===== config.mk =====
export PLATFORM = sky130hd
export DESIGN_NAME = pftb_calc
export DESIGN_NICKNAME = d
export VERILOG_FILES = /design/src/sv/pftb_pkg.sv /design/src/sv/pftb_calc.sv
export SDC_FILE = /design/constraint.sdc
export NUM_CORES = 2
export LEC_CHECK = 0
export BUFFER_PORTS_ARGS = -buffer_cell sky130_fd_sc_hd__buf_2
export CORE_AREA = 2 2 315 348
export DETAILED_ROUTE_END_ITERATION = 10
export DIE_AREA = 0 0 317 350
export SETUP_SLACK_MARGIN = 0.02
export SLEW_MARGIN = 15
export SYNTH_ARGS = -nofsm -noshare
export SYNTH_HDL_FRONTEND = slang
export SYNTH_SLANG_ARGS = --single-unit

===== constraint.sdc =====
create_clock -name vclk -period 75.8
set_input_delay 11.37 -clock vclk [all_inputs]
set_output_delay 11.37 -clock vclk [all_outputs]
set_load 0.005 [all_outputs]

===== src/sv/pftb_pkg.sv =====
// ----------------------------------------------------------------------------
// pftb_pkg
// types and constants of the per-flow token bucket rate limiter
// ----------------------------------------------------------------------------
package pftb_pkg;

  localparam int FLOW_COUNT_DEFAULT = 256;
  localparam int FLOW_ID_W          = 8;
  localparam int FLOW_ID_SPAN       = 2 ** FLOW_ID_W;
  localparam int TOKEN_W            = 32;

  localparam logic [TOKEN_W-1:0] DEFAULT_MAX_RESET  = 32'd6553600;
  localparam logic [TOKEN_W-1:0] DEFAULT_RATE_RESET = 32'd65536;

  // configuration register indexes
  localparam int CFG_ADDR_W = 1;
  localparam logic [CFG_ADDR_W-1:0] CFG_DEFAULT_MAX  = 1'd0;
  localparam logic [CFG_ADDR_W-1:0] CFG_DEFAULT_RATE = 1'd1;

  typedef enum logic [1:0] {
    MODE_REQUEST  = 2'd0,
    MODE_SET      = 2'd1,
    MODE_QUERY    = 2'd2,
    MODE_RESERVED = 2'd3
  } mode_t;

  typedef struct packed {
    mode_t                mode;
    logic [FLOW_ID_W-1:0] flow_id;
    logic [TOKEN_W-1:0]   cost;
    logic [31:0]          timestamp;
    logic [TOKEN_W-1:0]   new_max_tokens;
    logic [TOKEN_W-1:0]   new_refill_rate;
  } req_t;

  typedef struct packed {
    logic               allowed;
    logic [TOKEN_W-1:0] tokens_level;
  } res_t;

  // one flow entry as stored in the bucket memory
  typedef struct packed {
    logic [TOKEN_W-1:0] level;
    logic [TOKEN_W-1:0] capacity;
    logic [TOKEN_W-1:0] rate;
    logic [31:0]        last_tick;
  } entry_t;

  // write-back request from the update logic
  typedef struct packed {
    logic   en;
    entry_t data;
  } wr_t;

endpackage


===== src/sv/pftb_calc.sv =====
// ----------------------------------------------------------------------------
// pftb_calc
// refill, cost check and result for one beat against one flow entry
// ----------------------------------------------------------------------------
module pftb_calc (
  input  pftb_pkg::req_t                      item,
  input  logic                                hit,
  input  pftb_pkg::entry_t                    entry,
  input  logic [pftb_pkg::TOKEN_W-1:0]        dflt_max,
  input  logic [pftb_pkg::TOKEN_W-1:0]        dflt_rate,
  output pftb_pkg::res_t                      result,
  output pftb_pkg::wr_t                       wr
);

  localparam int TW = pftb_pkg::TOKEN_W;

  pftb_pkg::entry_t base;
  logic [31:0]      elapsed;
  logic [2*TW-1:0]  prod;
  logic [TW-1:0]    incr;
  logic [TW:0]      sum;
  logic [TW-1:0]    refilled;
  logic             fits;
  logic [TW-1:0]    stored;

  // unused entry starts full with the default settings
  always_comb begin
    if (hit) begin
      base = entry;
    end else begin
      base.level     = dflt_max;
      base.capacity  = dflt_max;
      base.rate      = dflt_rate;
      base.last_tick = item.timestamp;
    end
  end

  assign elapsed  = item.timestamp - base.last_tick;
  assign prod     = (2*TW)'(elapsed) * (2*TW)'(base.rate);
  assign incr     = (|prod[2*TW-1:TW]) ? {TW{1'b1}} : prod[TW-1:0];
  assign sum      = {1'b0, base.level} + {1'b0, incr};
  assign refilled = (sum > {1'b0, base.capacity}) ? base.capacity : sum[TW-1:0];
  assign fits     = (refilled >= item.cost);
  assign stored   = hit ? entry.level : dflt_max;

  always_comb begin
    result.allowed      = 1'b1;
    result.tokens_level = stored;
    wr.en               = 1'b0;
    wr.data.level       = refilled;
    wr.data.capacity    = base.capacity;
    wr.data.rate        = base.rate;
    wr.data.last_tick   = item.timestamp;
    case (item.mode)
      pftb_pkg::MODE_REQUEST: begin
        // zero cost is a plain look, no entry created
        if (item.cost != '0) begin
          wr.en = 1'b1;
          if (fits) begin
            wr.data.level = refilled - item.cost;
          end else begin
            result.allowed = 1'b0;
          end
          result.tokens_level = wr.data.level;
        end
      end
      pftb_pkg::MODE_SET: begin
        wr.en               = 1'b1;
        wr.data.level       = item.new_max_tokens;
        wr.data.capacity    = item.new_max_tokens;
        wr.data.rate        = item.new_refill_rate;
        result.tokens_level = item.new_max_tokens;
      end
      pftb_pkg::MODE_QUERY: begin
        result.tokens_level = stored;
      end
      default: begin
        result.allowed      = 1'b0;
        result.tokens_level = '0;
      end
    endcase
  end

endmodule


==> out/qor.yml <==
logic_synthesis:
  synth_common_cells: "899 x fa_1, 834 x inv_1, 729 x nand2_1, 660 x nor2_1, 394 x ha_1"
  seq_area_frac_synth_pct: 0
  yosysMostFrequentCell: "fa_1"
  syn_area_um2: 42600
  synth.area.top_cells: "fa_1 42%, ha_1 12%, inv_1 7.3%"
  synth_cell_types: 92
  synth_top_cell_area_share_pct: 42.2
  synthesis.nets: 6790
  syn_area_per_cell_um2: 8.25
  yosysTopAreaCell: "fa_1"
  yosysWarnings: 0
  netlist_instances: 5166
final_layout:
  syn_to_final_growth_pct: 9.67
  seq_cell_count: 0
  num-fill-cells: 10900
  nClkBuffers: 0
  seqCellArea_um2: 0
  nets: 7090
  multi_input_area_um2: 38700
  drive_gt1_share_pct: 14.5
route:
  routed-via-count: 38900
  drc: 0
  dr.pass1.iters: 9
  via_per_inst: 5.66
  post_drt_wl_per_cell_um: 23.3
  drtIter0Drc: 3056
  wl_um: 160000
  drtAntennaViolNets: 0
setup_path:
  worstSetupPathType: "primary input to output port"
  cp_top_family: "compound AO/OA/AOI/OAI gates"
  required_ns: 64.43
  crit_arrival_ns: 34.81
  crit_start: "hit"
  critPathLaunchType: "primary input"
  crit_path_max_incr_delay_ns: 0.74
  critPathSlowestCell: "buf_4"
  crit_buf_inv: 11
  path_max_fanout: 58
  cp-end-kind: "output port"
  crit_top_cell: "fa_1"
timing:
  min_period_over_period_pct: 60.9
  setup_viol: 0
  hold_violations: 0
  worst_pin_slew_ns: 1.10
  rsz0062_at_grt: "false"
  period_minus_slack_ns: 46.18
  fin_setup_tns_ns: 0
  max_freq_mhz: 21.7
  slew_headroom_pct: 26.0
  slew_viol_final: 0
grt:
  grt_antenna_before_repair: 2
  grt_max_degree: 60
  grt_pass1_vias: 40100
  grt_usage_pct: 28.5
  grt_remaining_overflow: 0
  grt_pass1_wl_um: 240000
placed_design:
  io_buffers: 485
  dp.final_hpwl_um: 131000
  gp_congestion: 0.955
floorplanning:
  ios: 493
  initial_utilization_pct: 39.8
  core_area_um2: 107000
  die-width_um: 317
  die_y_um: 350
  core.rowCount: 126
  dieArea_um2: 111000
job:
  maxCapViolations: 0
worst_hold_path:
  whs_path_depth: 2
  min_from: "item[64]"
  min_to: "wr[0]"
  min_path_type: "primary input to output port"
clock_network:
  cts_setup_buffers: 0
  cts_hold_buf: 0
  ctsResizeCount: 0
run_status:
  outcome: "complete, no violations"
==> routing by layer <==
| metal | wire length (µm) | up-vias | track usage (%) |
|---|---|---|---|
| li1 | - | 17000 | - |
| met1 | 60100 | 19600 | 35.3 |
| met2 | 76200 | 1878 | 48.1 |
| met3 | 13400 | 493 | 4.32 |
| met4 | 10100 | 2 | 14.6 |
| met5 | 10 | - | 0 |
==> logic make-up after synthesis <==
group                      after synthesis  synth area share [%]
AOI/OAI and AO/OA                      660                  10.3
xor gates and xnor gates               155                  3.18
adders and majority gates             1293                  53.8
buffers and inverters                 1123                  10.3
muxes                                  211                  5.30
and+or+nand+nor                       1724                  17.2
==> per-stage QoR <==
| stage | instance area (µm²) | worst slack [ns] | std cells | utilization (%) | hold slack (ns) |
|---|---|---|---|---|---|
| after global routing | 46700 | 28.52 | 6872 | 43.7 | 22.95 |
| after global placement | 46700 | 30.10 | 6872 | 43.7 | 22.93 |
| after floorplan | 42600 | 33.41 | 5166 | - | 22.82 |
| after CTS | 46700 | 29.92 | 6872 | 43.7 | 22.93 |
| final | 46700 | 29.62 | 6873 | 43.7 | 22.93 |
| after detailed placement | 46700 | 30.02 | 6872 | 43.7 | 22.93 |
==> how the worst max path moves through the flow <==
stage               slack (ns)         end  cells after the start
finish                   29.62  result[29]                     73
global placement         30.10  result[29]                     73
CTS                      29.92  result[29]                     73
detailed placement       30.02  result[29]                     73
global route             28.52  result[29]                     74
floorplan                33.41  result[29]                     76
==> final cells by class <==
cell class                 instances  area share (%)
tap                             1408            3.77
timing repair buffer             586            6.83
inverter                         835            6.70
multi-input combinational       4043            82.7
antenna                            1         0.00535
==> layout by cell type, fill, tap and decap left out, types with 32 or more instances in the layout <==
master,netlist,routed
fa_1,899,899
inv_1,834,834
nand2_1,729,729
nor2_1,660,659
buf_2,6,484
ha_1,394,393
a21oi_1,173,173
mux2_2,116,116
o21ai_0,108,108
buf_4,34,101
a21o_1,85,85
mux2i_1,95,78
xnor2_1,92,77
nand2b_1,73,73
nand4_1,65,65
xor2_1,63,53
nand3_1,49,49
o211ai_1,47,47
a31oi_1,36,36
nor3_1,32,32
